==> src/rtl/mdaa_pkg.sv <==
// ----------------------------------------------------------------------------
// mdaa_pkg
// Shared types and constants for the array address unit: function codes,
// command format passed from the front end to the execute stage, FSM states.
// ----------------------------------------------------------------------------
`default_nettype none

package mdaa_pkg;

  // Fixed field widths of the item format
  localparam int unsigned FUNC_W  = 2;
  localparam int unsigned ID_W    = 7;
  localparam int unsigned ADDR_W  = 32;
  localparam int unsigned SIZE_W  = 16;
  localparam int unsigned DIMS_W  = 5;
  localparam int unsigned POS_W   = 4;
  localparam int unsigned BOUND_W = 16;
  localparam int unsigned EXT_W   = 17;

  // Extent codes above this value are negative
  localparam logic [EXT_W-1:0] EXT_MAX_POS = 17'd65536;

  // Function codes on the input channel
  localparam logic [FUNC_W-1:0] FUNC_HEADER = 2'd0;
  localparam logic [FUNC_W-1:0] FUNC_BOUND  = 2'd1;
  localparam logic [FUNC_W-1:0] FUNC_INDEX  = 2'd2;

  // Command queue
  localparam int unsigned QUEUE_DEPTH = 2;
  localparam int unsigned QPTR_W      = 1;
  localparam int unsigned QCNT_W      = 2;

  typedef enum logic [1:0] {
    CMD_HEADER,
    CMD_BOUND,
    CMD_INDEX
  } cmd_kind_e;

  typedef struct packed {
    cmd_kind_e            kind;
    logic [ID_W-1:0]      id;
    logic [ADDR_W-1:0]    base;
    logic [SIZE_W-1:0]    size;
    logic [DIMS_W-1:0]    dims;    // already clamped to 1..MAX_DIMS
    logic [POS_W-1:0]     pos;
    logic [BOUND_W-1:0]   lower;
    logic [EXT_W-1:0]     extent;  // upper - lower + 1, 17-bit code
    logic [BOUND_W-1:0]   index;
  } cmd_t;

  typedef enum logic [1:0] {
    ST_IDLE,
    ST_MAC,
    ST_ADDR
  } back_state_e;

endpackage

`default_nettype wire

==> src/rtl/mdaa_queue.sv <==
// ----------------------------------------------------------------------------
// mdaa_queue
// Two-entry command queue between the front end and the execute stage.
// ----------------------------------------------------------------------------
`default_nettype none

module mdaa_queue (
  input  wire logic           clk_i,
  input  wire logic           rst_ni,
  input  wire logic           push_i,
  input  wire mdaa_pkg::cmd_t push_cmd_i,
  output      logic           full_o,
  input  wire logic           pop_i,
  output      logic           valid_o,
  output      mdaa_pkg::cmd_t head_o
);

  mdaa_pkg::cmd_t                entry_q [mdaa_pkg::QUEUE_DEPTH];
  logic [mdaa_pkg::QPTR_W-1:0]   wr_ptr_q, wr_ptr_d;
  logic [mdaa_pkg::QPTR_W-1:0]   rd_ptr_q, rd_ptr_d;
  logic [mdaa_pkg::QCNT_W-1:0]   count_q, count_d;

  assign full_o  = count_q == mdaa_pkg::QCNT_W'(mdaa_pkg::QUEUE_DEPTH);
  assign valid_o = count_q != '0;
  assign head_o  = entry_q[rd_ptr_q];

  always_comb begin
    wr_ptr_d = push_i ? wr_ptr_q + mdaa_pkg::QPTR_W'(1) : wr_ptr_q;
    rd_ptr_d = pop_i  ? rd_ptr_q + mdaa_pkg::QPTR_W'(1) : rd_ptr_q;
    count_d  = count_q;
    if (push_i && !pop_i) begin
      count_d = count_q + mdaa_pkg::QCNT_W'(1);
    end else if (pop_i && !push_i) begin
      count_d = count_q - mdaa_pkg::QCNT_W'(1);
    end
  end

  always_ff @(posedge clk_i or negedge rst_ni) begin
    if (!rst_ni) begin
      wr_ptr_q <= '0;
      rd_ptr_q <= '0;
      count_q  <= '0;
    end else begin
      wr_ptr_q <= wr_ptr_d;
      rd_ptr_q <= rd_ptr_d;
      count_q  <= count_d;
    end
  end

  always_ff @(posedge clk_i) begin
    if (push_i) begin
      entry_q[wr_ptr_q] <= push_cmd_i;
    end
  end

endmodule

`default_nettype wire

==> config.mk <==
export PLATFORM = sky130hd
export DESIGN_NAME = mdaa_queue
export DESIGN_NICKNAME = d
export VERILOG_FILES = /design/src/rtl/mdaa_pkg.sv /design/src/rtl/mdaa_queue.sv
export SDC_FILE = /design/constraint.sdc
export NUM_CORES = 1
export LEC_CHECK = 0
export BUFFER_PORTS_ARGS = -buffer_cell sky130_fd_sc_hd__buf_2
export CORE_MARGIN = 5
export CORE_UTILIZATION = 47
export DETAILED_ROUTE_END_ITERATION = 8
export PLACE_DENSITY = 0.86
export SLEW_MARGIN = 20
export SYNTH_ARGS = -nofsm -noshare
export SYNTH_HDL_FRONTEND = slang
export SYNTH_SLANG_ARGS = --single-unit
==> constraint.sdc <==
create_clock -name clk_i -period 6 [get_ports clk_i]
set_clock_uncertainty 0.2 [all_clocks]
set_input_delay 0.3 -clock clk_i [delete_from_list [all_inputs] [get_ports clk_i]]
set_output_delay 0.3 -clock clk_i [all_outputs]
set_load 0.02 [all_outputs]
### Word-level counts from Yosys, hierarchy flattened

Memory sizes are Yosys's and may differ from the RTL's.
Index checks and enable logic that the tools add are counted.

| cells by class | value |
|---|---|
| reductions and logical operators | 6 |
| mux-type cells | 4 |
| add/subtract/negate cells | 4 |
| equality and inequality tests | 1 |

Operators with widths:

| operator | count |
|---|---|
| $mux W2 | 2 |
| $reduce_bool A2 Y1 | 2 |
| $add A1 B1 Y1 const B | 2 |
| $add A2 B1 Y2 const B | 1 |
| $eq A2 B2 Y1 const B | 1 |
| $logic_and A1 B1 Y1 | 2 |
| $logic_not A1 Y1 | 2 |
| $mux W1 | 2 |
| $sub A2 B1 Y2 const B | 1 |

| storage, ports and cells | value |
|---|---|
| memories | 1 |
| input bits | 119 |
| bits in registers | 4 |
| logic and storage cells | 19 |
| output and inout port bits | 117 |
| memory bits (writable) | 230 |

Memory list:

| memory | words | width | rd ports | clocked after memory_dff | wr ports | RTL line | source |
|---|---|---|---|---|---|---|---|
| entry_q | 2 | 115 | 1 | 0 | 1 | mdaa_queue.sv:18 | `mdaa_pkg::cmd_t entry_q [mdaa_pkg::QUEUE_DEPTH];` |

### Depth between registers and ports, before layout

| depth | value |
|---|---|
| depth in word-level cells | 4 |
| depth in mapped cells | 5 |
| mapped depth without buffers | 5 |

### Least setup slack after synthesis

No wires, ideal clock.

| timing | value |
|---|---|
| path type | reg-to-reg |
| start point | register wr_ptr_q |
| end point | memory entry_q[0][0] (netlist name) (enable) |
| period minus slack after synthesis | 6291 ps |
| stages on the path, launching flop included | 2 |
| path buffers | 0 |
| arrival time | 5487 ps |
| library setup time | 604 ps |
| setup slack | -291 ps |
| path through | dfrtp_1 > nor2b_1 |

RTL lines:

| item | RTL line | source |
|---|---|---|
| start: declaration | mdaa_queue.sv:19 | `logic [mdaa_pkg::QPTR_W-1:0] wr_ptr_q, wr_ptr_d;` |
| start signal: assignment | mdaa_queue.sv:44 | `wr_ptr_q <= wr_ptr_d;` |
| end: declaration | mdaa_queue.sv:18 |  |

Straight into the memory's write port.

==> metrics.cfg <==
[critical_path]
worstSetupEndpoint=head_o[1]
crit_fanout=61
cp.required_ns=5.50
max_stage_delay_ns=1.05
reg2reg_to=entry_q[1][77]$_DFFE_PP_
reg2reg_from=wr_ptr_q$_DFFE_PN0P_
path_cells=buf_4, mux2_2, buf_2
end_kind=output pin
ff2ff_path_depth=2
cp.arrival_ns=2.98
slowest_stage=dfrtp_4
critPathKind=flop to output pin
critPathLaunch=rd_ptr_q$_DFFE_PN0P_
rrSetupSlack_ns=3.54
start_kind=flop

[route]
wl_per_cell_um=19.4
viasPerCell=4.97
first_pass_iters=4
first_iter_violations=309
drcViolationCount=0
vias=4916
ant_nets=0
wirelength_um=19200

[sta]
min_period_ns=3.48
slew_viol_final=0
fin_setup_tns_ns=0
rsz0062_at_grt=no
max_freq_mhz=287
setup_viol=0
final_hold_viol_count=0
finalCritPeriodShare=0.580
worstMarginPinSlew_ns=1.02
relSlewSlack=0.322
hold_ws_ns=0.325

[yosys]
syn_nets=494
yosysUniqueCellTypes=14
synth_cells=374
synth_seq_area_share=0.811
synth_area_leader_cell=edfxtp_1
synth_top_area_share=0.799
synth_area_um2=8640
ys_seq_elements=234
syn_avg_cell_area_um2=23.1
synth.area.top_cells=edfxtp_1, mux2_2, mux2_4, dfrtp_1, buf_6
yosysWarnings=0

[clocking]
h-tree-depth=1
hold_buffers=119
cts.sinks=234
cts_inserted_buffers=23
clk_latency_ns=0.50
cts_setup_buffers=0
cts_tree=done
postCtsResizedCells=0
clock_path_buffers=3
ctsRootBufferMaster=clkbuf_16
path_clk_slew_ns=0.06

[layout]
seq_area_um2=7010
multi_input_area_um2=1540
antennaDiodeCount=0
layout-drive-gt1-share=0.509
nFillCells=1178
utilization=0.661
num-nets-final=864
syn_to_final_growth_pct=37.9

[power]
p_leak_nw=4.65
total_power_mw=5.40
peakVddDrop_mv=0.294
p_per_area_nw_per_um2=453

[die]
rows=49
initial_utilization=0.480
design.core.area_um2=18000
num_io_pins=236
die_height_um=146
dieArea_um2=21200
chipWidth_um=146

[grt]
grt_pass1_wl_um=30000
antenna_found_initial=0
grt_max_degree=73
track_usage=0.176
grt_overflow=0
grt_pass1_vias=5521

[placement]
place_congestion=0.785
hpwlAfterDp_um=11600
port_buffers=235

[hold_path]
holdCritStartpoint=push_cmd_i[6]
hold_class=primary input to flop
hold_depth=2

[job]
cap_violations=0

[run_status]
outcome=finished clean

-- layout by cell type, fill, tap and decap left out, drive strengths merged --
master,synthesis,final
and2,1,1
dfrtp,4,4
xnor2,1,1
buf,13,239
nor2b,2,2
clkbuf,0,30
xor2,4,4
mux2,115,115
inv,1,2
clkinvlp,0,1
or2,1,1
edfxtp,230,230
dlygate4sd3,0,119
clkinv,0,8
bufinv,0,1
nor2,1,1
ha,1,1
-- final cells by class --
| cell class | count | share of cell area |
|---|---|---|
| clock buffers | 30 | 0.0505 |
| flip-flops and latches | 234 | 0.588 |
| inverters | 1 | 0.000315 |
| multi-input cells | 126 | 0.129 |
| well taps | 229 | 0.0240 |
| repair buffers | 358 | 0.201 |
| clock inverters | 11 | 0.00672 |
-- synth_stat cells, drive strengths merged --
master	instances
and2	1
buf	13
dfrtp	4
edfxtp	230
ha	1
inv	1
mux2	115
nor2	1
nor2b	2
or2	1
xnor2	1
xor2	4
-- sequential cells by signal (all words and copies together) (netlist names) --
register  flops
entry_q     230
count_q       2
rd_ptr_q      1
wr_ptr_q      1
-- report_power, final --
part	leakage (nW)	switching [mW]	internal, mW	total [mW]
Sequential	2.20	0.184	2.17	2.36
Combinational	2.12	0.978	0.755	1.73
Clock	0.330	0.565	0.749	1.31
-- per-stage QoR --
step,instances,cell area (µm²),setup WS [ns]
finish,989,11900,2.52
global route,989,11900,2.35
CTS,989,11900,2.44
detailed placement,829,10000,3.00
global placement,829,10000,3.06
floorplan,374,8650,1.96
-- worst min path at each step --
stage,to,slack [ns]
after floorplan,count_q[0]$_DFFE_PN0P_,-0.20
after global placement,wr_ptr_q$_DFFE_PN0P_,-0.09
after detailed placement,wr_ptr_q$_DFFE_PN0P_,-0.09
after CTS,entry_q[1][6]$_DFFE_PP_,0.29
after global routing,entry_q[1][103]$_DFFE_PP_,0.31
final,entry_q[1][6]$_DFFE_PP_,0.33
-- critical path, delay by kind of cell, from the launching register on --
kind	cells	cell delay, ns
flip-flops	1	1.05
buffers and inverters	2	0.90
multiplexers	1	0.43
-- kinds of logic after synthesis --
logic type               count (synthesis)  synth area share
XOR/XNOR                                 5           0.00507
adder cells (fa/ha/maj)                  1           0.00145
buffers and inverters                   14            0.0123
flip-flops                             234             0.811
multiplexers                           115             0.167
AND/OR/NAND/NOR                          5           0.00333
-- routing by layer --
layer  up-vias  share of wire  global-route usage
met5         -              0                   0
met4         0          0.028              0.0550
met3        49          0.070              0.0455
met2       227           0.54               0.325
met1      2409           0.36               0.200
li1       2231              -                   -
No activity file was read; power rests on OpenSTA's default activity.
