===== src/rtl/mdaa_pkg.sv =====
// ----------------------------------------------------------------------------
// mdaa_pkg
// Shared types and constants for the array address unit: function codes,
// command format passed from the front end to the execute stage, FSM states.
// ----------------------------------------------------------------------------
`default_nettype none

package mdaa_pkg;

  // Fixed field widths of the item format
  localparam int unsigned FUNC_W  = 2;
  localparam int unsigned ID_W    = 7;
  localparam int unsigned ADDR_W  = 32;
  localparam int unsigned SIZE_W  = 16;
  localparam int unsigned DIMS_W  = 5;
  localparam int unsigned POS_W   = 4;
  localparam int unsigned BOUND_W = 16;
  localparam int unsigned EXT_W   = 17;

  // Extent codes above this value are negative
  localparam logic [EXT_W-1:0] EXT_MAX_POS = 17'd65536;

  // Function codes on the input channel
  localparam logic [FUNC_W-1:0] FUNC_HEADER = 2'd0;
  localparam logic [FUNC_W-1:0] FUNC_BOUND  = 2'd1;
  localparam logic [FUNC_W-1:0] FUNC_INDEX  = 2'd2;

  // Command queue
  localparam int unsigned QUEUE_DEPTH = 2;
  localparam int unsigned QPTR_W      = 1;
  localparam int unsigned QCNT_W      = 2;

  typedef enum logic [1:0] {
    CMD_HEADER,
    CMD_BOUND,
    CMD_INDEX
  } cmd_kind_e;

  typedef struct packed {
    cmd_kind_e            kind;
    logic [ID_W-1:0]      id;
    logic [ADDR_W-1:0]    base;
    logic [SIZE_W-1:0]    size;
    logic [DIMS_W-1:0]    dims;    // already clamped to 1..MAX_DIMS
    logic [POS_W-1:0]     pos;
    logic [BOUND_W-1:0]   lower;
    logic [EXT_W-1:0]     extent;  // upper - lower + 1, 17-bit code
    logic [BOUND_W-1:0]   index;
  } cmd_t;

  typedef enum logic [1:0] {
    ST_IDLE,
    ST_MAC,
    ST_ADDR
  } back_state_e;

endpackage

`default_nettype wire


===== src/rtl/mdaa_front.sv =====
// ----------------------------------------------------------------------------
// mdaa_front
// Input front end: accepts items, drops unused codes and out-of-range
// items, clamps the dimension count, computes the extent, and pushes a
// command into the queue.
// ----------------------------------------------------------------------------
`default_nettype none

module mdaa_front #(
  parameter int NUM_ARRAYS = 128,
  parameter int MAX_DIMS   = 16
) (
  input  wire logic                                in_valid_i,
  output      logic                                in_stall_o,
  input  wire logic [mdaa_pkg::FUNC_W-1:0]         func_i,
  input  wire logic [mdaa_pkg::ID_W-1:0]           array_id_i,
  input  wire logic signed [mdaa_pkg::ADDR_W-1:0]  base_address_i,
  input  wire logic [mdaa_pkg::SIZE_W-1:0]         element_size_i,
  input  wire logic [mdaa_pkg::DIMS_W-1:0]         dim_count_i,
  input  wire logic [mdaa_pkg::POS_W-1:0]          dim_position_i,
  input  wire logic signed [mdaa_pkg::BOUND_W-1:0] lower_bound_i,
  input  wire logic signed [mdaa_pkg::BOUND_W-1:0] upper_bound_i,
  input  wire logic signed [mdaa_pkg::BOUND_W-1:0] index_value_i,
  input  wire logic                                q_full_i,
  output      logic                                q_push_o,
  output      mdaa_pkg::cmd_t                      q_cmd_o
);

  logic                            accept;
  logic                            keep;
  logic                            id_ok;
  logic [mdaa_pkg::DIMS_W-1:0]     dims_clamped;

  assign in_stall_o = q_full_i;
  assign accept     = in_valid_i && !q_full_i;
  assign id_ok      = 32'(array_id_i) < 32'(NUM_ARRAYS);

  always_comb begin
    if (dim_count_i == '0) begin
      dims_clamped = mdaa_pkg::DIMS_W'(1);
    end else if (32'(dim_count_i) > 32'(MAX_DIMS)) begin
      dims_clamped = mdaa_pkg::DIMS_W'(MAX_DIMS);
    end else begin
      dims_clamped = dim_count_i;
    end
  end

  always_comb begin
    q_cmd_o        = '0;
    q_cmd_o.id     = array_id_i;
    q_cmd_o.base   = base_address_i;
    q_cmd_o.size   = element_size_i;
    q_cmd_o.dims   = dims_clamped;
    q_cmd_o.pos    = dim_position_i;
    q_cmd_o.lower  = lower_bound_i;
    q_cmd_o.extent = {upper_bound_i[mdaa_pkg::BOUND_W-1], upper_bound_i}
                   - {lower_bound_i[mdaa_pkg::BOUND_W-1], lower_bound_i}
                   + mdaa_pkg::EXT_W'(1);
    q_cmd_o.index  = index_value_i;
    keep           = 1'b0;
    case (func_i)
      mdaa_pkg::FUNC_HEADER: begin
        q_cmd_o.kind = mdaa_pkg::CMD_HEADER;
        keep         = 1'b1;
      end
      mdaa_pkg::FUNC_BOUND: begin
        q_cmd_o.kind = mdaa_pkg::CMD_BOUND;
        keep         = 32'(dim_position_i) < 32'(MAX_DIMS);
      end
      mdaa_pkg::FUNC_INDEX: begin
        q_cmd_o.kind = mdaa_pkg::CMD_INDEX;
        keep         = 1'b1;
      end
      default: begin
        q_cmd_o.kind = mdaa_pkg::CMD_HEADER;
        keep         = 1'b0;
      end
    endcase
  end

  assign q_push_o = accept && keep && id_ok;

endmodule

`default_nettype wire


===== config.mk =====
export PLATFORM = sky130hd
export DESIGN_NAME = mdaa_front
export DESIGN_NICKNAME = d
export VERILOG_FILES = /design/src/rtl/mdaa_pkg.sv /design/src/rtl/mdaa_front.sv
export SDC_FILE = /design/constraint.sdc
export NUM_CORES = 1
export LEC_CHECK = 0
export BUFFER_PORTS_ARGS = -buffer_cell sky130_fd_sc_hd__buf_4
export CORE_AREA = 2 2 90 92
export DETAILED_ROUTE_END_ITERATION = 10
export DIE_AREA = 0 0 92 94
export PLACE_DENSITY = 0.72
export SYNTH_ARGS = -nofsm -noshare
export SYNTH_HDL_FRONTEND = slang
export SYNTH_SLANG_ARGS = --single-unit

===== constraint.sdc =====
create_clock -name vclk -period 2.2
set_input_delay 0.11 -clock vclk [all_inputs]
set_output_delay 0.11 -clock vclk [all_outputs]
set_load 0.03 [all_outputs]

**Word level (Yosys, flattened, before mapping)**

Cells that the tools add are included.

- Register bits after elaboration: 0
- Output and inout bits: 117
- Logic and storage cells: 15

- Add/sub/neg operators: 2
- Muxes and demuxes: 4
- Equal/unequal tests: 2
- Order comparisons: 1
- Reduce and logical (&&, ||, !) cells: 6

Operators by type and width:

| operator | number |
|---|---|
| 17-bit by 1-bit adder with 17-bit output, second input constant | 1 |
| 16-bit by 16-bit subtractor with 17-bit output | 1 |
| 5-bit two-way mux | 2 |
| 5-bit greater-than comparator, second input constant | 1 |
| 5-bit zero test | 1 |
| 2-bit one-hot mux with 2 select lines | 1 |
| 3-bit OR reduction | 1 |
| 2-bit by 1-bit == test with 1-bit output, second input constant | 1 |
| 2-bit == test, second input constant | 1 |
| 1-bit logical AND | 2 |
| 2-bit zero test | 1 |
| 1-bit zero test | 1 |
| 1-bit two-way mux | 1 |

**Depth between registers and ports, before layout**

Gate-level depths: netlist of run 1.

- Depth after elaboration: 4
- Depth in mapped cells: 10
- Gate-level depth less buffers: 10

**Worst setup path before layout of run 1**

Ideal clock, no wire load.

- Kind: input -> output
- From: input upper_bound_i[1] (netlist bit)
- To: output q_cmd_o[27] (netlist bit)
- Slack: -0.141 ns
- Path buffers: 0
- Data arrival time: 2.231 ns
- Cell stages on the path: 10
- Path through: inv_1 ha_1 inv_1 ha_1 fa_1 a21o_1 a31o_2 nand2_1 o21ai_0 xnor2_1

RTL lines:

| item | line | text |
|---|---|---|
| from (decl) | mdaa_front.sv:22 | `input wire logic signed [mdaa_pkg::BOUND_W-1:0] upper_bound_i,` |
| to (decl) | mdaa_front.sv:26 | `output mdaa_pkg::cmd_t q_cmd_o` |

==> impl_metrics.toml, run 1 <==
[grt]
antenna_found_initial = 0
grt_pass1_vias = 1320
grt_max_degree = 8
grt_pass1_wl_um = 5750
grt.total_usage_pct = 7.77
grt_overflow_total = 0

[logic_synthesis]
synth_area_um2 = 1740
syn-num-nets = 379
ys_seq_area_share_pct = 0
synth.distinct_cells = 35
synth.top_cell.area_share_pct = 39.7
synth_warnings = 0
synth_top_cell_by_area = "buf_4"
synth_area_leaders = "buf_4, ha_1, inv_1, a21oi_1, xor2_1"
synth_cells = 231
syn_avg_cell_area_um2 = 7.53

[floorplanning]
die-height_um = 94
core_um2 = 7610
start_util_pct = 22.9
ios = 233
die_w_um = 92
rows = 32
dieArea_um2 = 8650

[sta]
drv_slew = 0
tns_ps = 0
finalSetupViolations = 0
max_freq_mhz = 465
finalCriticalPeriod_ps = 2150
fin_crit_sh_pct = 97.8
worst_pin_slew_ps = 316
hold_viol_final = 0
max-slew-margin-rel_pct = 78.7
rsz0062_at_grt = "true"
worst_slack_ps = 47.7

[hold_path]
hold_path_class = "input port to output port"
worstHoldStart = "base_address_i[31]"
holdPathStages = 0
min_to = "q_cmd_o[105]"

[finish]
final_common_cell = "buf_4"
clkbuf_count = 0
fin_util_pct = 29.2
ff_latch_area_um2 = 0
final_cell_mix = "buf_4, inv_1, ha_4"
n_antenna_cell = 0
syn_to_final_growth_pct = 27.8
drive_gt1_share_pct = 58.4
fin_nets = 381
seq_cell_count = 0

[worst_setup_path]
critical_path_arrival_ps = 2040
cp_data_required_time_ps = 2090
worst_path_max_delay_cell = "fa_2"
cp_max_fo = 4
cp_common_cell = "ha_4"
crit_cells = 11
critPathTopFamily = "adder cells"
crit_chain = "buf_8 -> ha_4 -> inv_2 -> ha_4 -> fa_2 -> a21o_1 -> a31o_4 -> nand2_8 -> o21ai_4 -> xnor2_2 -> buf_6"
slowest_delay_ps = 390
path_class = "input port to output port"
cp-end-kind = "output port"
critPathLaunchType = "input port"
path_buf_inv = 3

[run_status]
status = "completed"

[routing]
num_vias = 1417
wl_per_cell_um = 12.5
firstDrtPassIters = 4
via_per_inst = 4.26
drt_wl_total_um = 4160
ant_nets = 0
drc_errors = 0
initialDrtViolationCount = 16

[place]
gp_congestion = 0.832
dp_worst_setup_slack_ps = -286
io_buffers = 83
hpwl_um = 3480

[power_and_ir_drop]
worst_ir_drop_vdd_v = 0.000217
power_density_nw_per_um2 = 439
p_leak_nw = 1.06

[clocking]
hold_buffers = 0

[run]
maxCapViolations = 0
final cells by class:
type	instances	area [µm²]
Fill cell	823	5380
Inverter	20	80.1
Multi-Input combinational cell	117	1280
Tap cell	102	128
Timing Repair Buffer	94	732
synthesized netlist by cell type (all sizes together):
library cell	n
buf	92
nor4	1
a211oi	4
a31oi	2
o21a	1
nand3	3
nand3b	1
a31o	1
ha	31
inv	20
o21ai	9
and3	4
o21bai	1
a211o	1
a21oi	14
xor2	7
a221oi	1
nor2b	6
nand4	1
nor2	6
a221o	1
clkbuf	2
fa	1
xnor2	5
nand2	7
nor3b	1
o211ai	1
a21o	5
nor3	2
cell families (layout without fill, tap and decap cells):
group,count (synthesis),in the layout,share of synthesized area [%]
adder cells (fa/ha/maj),32,32,23.4
AND/OR/NAND/NOR,32,32,10.1
buffers and inverters,114,114,44.4
AO/OA/AOI/OAI,41,41,16.0
XOR/XNOR,12,12,6.04
metal layers:
| metal | global-route usage, % | vias up | wire (µm) |
|---|---|---|---|
| li1 | - | 682 | - |
| met1 | 8.02 | 629 | 1420 |
| met2 | 15.0 | 90 | 2190 |
| met4 | 1.49 | 0 | 81 |
| met3 | 2.89 | 16 | 459 |
| met5 | 0 | - | 0 |
through the flow:
stage | instances | hold WS, ps | power, mW | instance area [µm²]
floorplan | 231 | 330 | 0.810 | 1770
global placement | 331 | 220 | 0.834 | 1890
detailed placement | 331 | 220 | 0.844 | 1890
CTS | 331 | 220 | 0.868 | 1930
global route | 333 | 220 | 1.06 | 2220
finish | 333 | 220 | 0.977 | 2220
power by group:
group | leakage [nW] | switching (mW) | internal (mW)
sequential | 0 | 0 | 0
combinational | 1.06 | 0.540 | 0.438
clock | 0 | 0 | 0
total | 1.06 | 0.540 | 0.438
repair_timing:
action	CTS	global route
endpoints found under the setup margin	8	8
pin swaps	3	20
resized for setup	11	41
endpoints found under the hold margin	0	0
setup buffers	0	2
how the worst max path moves through the flow:
stage	start	endpoint
after detailed placement	lower_bound_i[1]	q_cmd_o[27]
after global placement	lower_bound_i[1]	q_cmd_o[27]
after global routing	upper_bound_i[1]	q_cmd_o[27]
after CTS	lower_bound_i[1]	q_cmd_o[29]
final	lower_bound_i[1]	q_cmd_o[27]
after floorplan	upper_bound_i[1]	q_cmd_o[27]
(Power assumes the default switching activity.)
==> run 2, diff against run 1 <==
--- a/config.mk
+++ b/config.mk
@@ -5,11 +5,12 @@
 export SDC_FILE = /design/constraint.sdc
 export NUM_CORES = 1
 export LEC_CHECK = 0
+export ABC_AREA = 1
 export BUFFER_PORTS_ARGS = -buffer_cell sky130_fd_sc_hd__buf_4
-export CORE_AREA = 2 2 90 92
+export CORE_AREA = 2 2 92 94
 export DETAILED_ROUTE_END_ITERATION = 10
-export DIE_AREA = 0 0 92 94
-export PLACE_DENSITY = 0.72
+export DIE_AREA = 0 0 94 96
+export PLACE_DENSITY = 0.73
 export SYNTH_ARGS = -nofsm -noshare
 export SYNTH_HDL_FRONTEND = slang
 export SYNTH_SLANG_ARGS = --single-unit
==> impl_metrics.toml, run 2 <==
[logic_synthesis]
synth_cells = 317
ys_top_cells_by_count = "buf_4, nand2_1, inv_1, ha_1, nor2_1"
yosysMostFrequentCell = "buf_4"
synth_top_cell_by_area = "buf_4"
synth_area_um2 = 1960
synth.top_cell.area_share_pct = 35.2
synth.distinct_cells = 23
syn-num-nets = 465
ys_seq_area_share_pct = 0
syn_avg_cell_area_um2 = 6.19
synth_warnings = 0
synth_area_leaders = "buf_4, ha_1, nand2_1, inv_1, nand2_2"

[grt]
grt_pass1_wl_um = 6380
grt.total_usage_pct = 8.35
grt_max_degree = 6
grt_overflow_total = 0
grt_pass1_vias = 1491
antenna_found_initial = 0

[finish]
fin_nets = 457
n_antenna_cell = 0
drive_gt1_share_pct = 33.9
final_common_cell = "buf_4"
multi_input_area_um2 = 1040
clkbuf_count = 0
fillers = 915
fin_util_pct = 25.1
seq_cell_count = 0
final_cell_mix = "buf_4, nand2_1, inv_1"
syn_to_final_growth_pct = 3.06
ff_latch_area_um2 = 0
final_cell_area_um2 = 2020

[routing]
dr_wl_met3_um = 474
num_vias = 1643
drt_wl_total_um = 3990
drt-met1-wl_um = 1620
wl_per_cell_um = 9.67
firstDrtPassIters = 4
via_per_inst = 3.99
ant_nets = 0
met2WireLength_um = 1820
drc_errors = 0
top_layer = "met4"
initialDrtViolationCount = 39

[sta]
max-slew-margin-rel_pct = 85.6
fin_crit_sh_pct = 94.2
finalSetupViolations = 0
tns_ps = 0
drv_slew = 0
worst_pin_slew_ps = 216
worst_slack_ps = 127
max_freq_mhz = 482
finalCriticalPeriod_ps = 2070
rsz0062_at_grt = "false"
hold_viol_final = 0

[floorplanning]
die_w_um = 94
dieArea_um2 = 9020
rows = 33
core_um2 = 8050
ios = 233
start_util_pct = 24.4
die-height_um = 96

[clocking]
post_cts_buffers = 0
cts_resized = 0
hold_buffers = 0

[worst_setup_path]
cp-end-kind = "output port"
cp_data_required_time_ps = 2090
cp_max_fo = 3
critPathLaunchType = "input port"
critical_path_arrival_ps = 1960
path_class = "input port to output port"

[hold_path]
hold_path_class = "input port to output port"

[place]
hpwl_um = 3620
gp_congestion = 0.822
io_buffers = 83
place_area_um2 = 2020
dp_worst_setup_slack_ps = 132

[power_and_ir_drop]
p_leak_nw = 1.30
power_density_nw_per_um2 = 404
worst_ir_drop_vdd_v = 0.000368
power.total_mw = 0.817

[run]
maxCapViolations = 0

[run_status]
status = "completed"
-- run 2: cell count changes after synthesis, moves of 5 or more --
cell	before	now
a21oi_1	14	8
inv_1	20	57
nand2_1	7	71
nand2_2	0	10
nand3_1	3	8
nor2_1	6	14
nor2b_1	6	0
-- run 2: per-layer routing --
metal	vias up	GRT usage, %
li1	849	-
met1	689	9.70
met2	93	14.8
met3	12	3.05
met4	0	1.57
met5	-	0
-- run 2: area by class of cell --
class / count / share of cell area [%]
inverters: 60 / 11.1
well taps: 105 / 6.50
repair buffers: 83 / 30.8
multi-input cells: 164 / 51.5
-- run 2: worst paths after layout --
check	slack, ps	from	end	cells past startpoint
worst max-delay path	130	lower_bound_i[1]	q_cmd_o[25]	12
worst min-delay path	220	index_value_i[12]	q_cmd_o[12]	0
-- run 2: where the power goes --
group / switching [mW] / leakage, nW / internal (mW)
combinational: 0.502 / 1.30 / 0.315
sequential: 0 / 0 / 0
clock: 0 / 0 / 0
-- run 2: through the flow --
step | hold slack [ps] | std cells
4_1_cts | 220 | 412
5_1_grt | 220 | 412
3_5_place_dp | 220 | 412
6_report | 220 | 412
3_3_place_gp | 220 | 412
2_1_floorplan | 330 | 317
-- run 2: worst max-delay path, stage by stage --
cell and delay (ps):
buf_4 110, ha_1 260, inv_1 40, ha_1 210, fa_1 400, nand2_1 90
nand2_1 80, and2_4 160, nand2_1 50, nand2_1 70, xor2_1 180, buf_4 190
-- run 2: cells by family (layout without fill, tap and decap cells) --
group           count (synthesis)  after routing  synth area share [%]
compound gates                 10             10                  2.74
xor+xnor                        7              7                  3.13
fa+ha+maj                      32             32                  20.8
buf+inv                       153            143                  46.9
simple gates                  115            115                  26.5
==> run 3, diff against run 2 <==
==> constraint.sdc (replaced) <==
create_clock -name vclk -period 2.68
set_input_delay 0.134 -clock vclk [all_inputs]
set_output_delay 0.134 -clock vclk [all_outputs]
set_load 0.005 [all_outputs]
==> impl_metrics.toml, run 3 (synthesis gave the netlist of run 2 again) <==
[run_status]
status = "completed"

[finish]
syn_to_final_growth_pct = 3.06
ff_latch_area_um2 = 0
fillers = 911
seq_cell_count = 0
fin_nets = 457
final_cell_area_um2 = 2020
layout.cells.non_filler = 412
final_common_cell = "buf_4"
final_cell_mix = "buf_4, nand2_1, inv_1"
drive_gt1_share_pct = 33.9
clkbuf_count = 0
n_antenna_cell = 0

[routing]
initialDrtViolationCount = 37
via_per_inst = 3.99
drc_errors = 0
firstDrtPassIters = 4
num_vias = 1642
ant_nets = 0
drt_wl_total_um = 3960
wl_per_cell_um = 9.61

[hold_path]
worstHoldStart = "element_size_i[10]"
hold_path_class = "input port to output port"
min_to = "q_cmd_o[68]"
holdPathStages = 0

[power_and_ir_drop]
power_density_nw_per_um2 = 250
p_leak_nw = 1.30
worst_ir_drop_vdd_v = 0.000166

[grt]
grt_overflow_total = 0
grt.total_usage_pct = 7.80
grt_pass1_vias = 1412
antenna_found_initial = 0
grt_max_degree = 6
grt_pass1_wl_um = 5970

[worst_setup_path]
critPathTopFamily = "adder cells"
cp_data_required_time_ps = 2550
path_buf_inv = 3
slowest_delay_ps = 420
crit_cells = 12
critical_path_arrival_ps = 1960
crit_path_start = "lower_bound_i[1]"
cp-end-kind = "output port"
worst_path_max_delay_cell = "fa_1"
crit_chain = "buf_4 -> ha_1 -> inv_1 -> ha_1 -> fa_1 -> nand2_1 -> nand2_1 -> and2_4 -> nand2_1 -> nand2_1 -> xor2_1 -> buf_4"
path_class = "input port to output port"
cp_max_fo = 3
critPathLaunchType = "input port"
cp_common_cell = "nand2_1"

[clocking]
hold_buffers = 0
cts_resized = 0
post_cts_buffers = 0

[floorplanning]
core_um2 = 8050
dieArea_um2 = 9020
die_w_um = 94
start_util_pct = 24.4
ios = 233
rows = 33
die-height_um = 96

[sta]
max-slew-margin-rel_pct = 87.0
whs_ps = 268
tns_ps = 0
rsz0062_at_grt = "false"
hold_viol_final = 0
drv_slew = 0
finalCriticalPeriod_ps = 2090
fin_crit_sh_pct = 78.1
max_freq_mhz = 478
worst_pin_slew_ps = 194
finalSetupViolations = 0

[place]
gp_congestion = 0.822
dp.cells = 412
place_area_um2 = 2020
hpwl_um = 3580
io_buffers = 83

[run]
maxCapViolations = 0
run 3: cell counts in the layout (fill, tap and decap cells not counted):
No cell type changed its count.
run 3: through the flow:
step	util, %	power [mW]	setup slack, ps
6_report	25.1	0.505	586
2_1_floorplan	-	0.383	993
3_5_place_dp	25.1	0.512	595
4_1_cts	25.1	0.515	581
5_1_grt	25.1	0.570	444
3_3_place_gp	25.1	0.506	655
run 3: worst max-delay path by stage:
| stage | to | slack (ps) |
|---|---|---|
| after CTS | q_cmd_o[25] | 580 |
| final | q_cmd_o[25] | 590 |
| after floorplan | q_cmd_o[25] | 990 |
| after detailed placement | q_cmd_o[25] | 590 |
| after global routing | q_cmd_o[31] | 440 |
| after global placement | q_cmd_o[25] | 650 |
run 3: cell type report:
class / count / area, µm² / share of cell area (%)
Tap cell: 105 / 131 / 6.50
Inverter: 60 / 225 / 11.1
Timing Repair Buffer: 83 / 623 / 30.8
Multi-Input combinational cell: 164 / 1040 / 51.5
run 3: where the power goes:
group	internal (mW)	switching [mW]
clock network	0	0
logic	0.251	0.253
registers	0	0
total	0.251	0.253
run 3: layer usage:
layer  routed length, µm  up-vias  global-route usage [%]
li1                    -      845                       -
met5                   0        -                       0
met4                  93        0                    2.05
met1                1550      688                    8.81
met2                1800       95                    13.5
met3                 516       14                    3.37
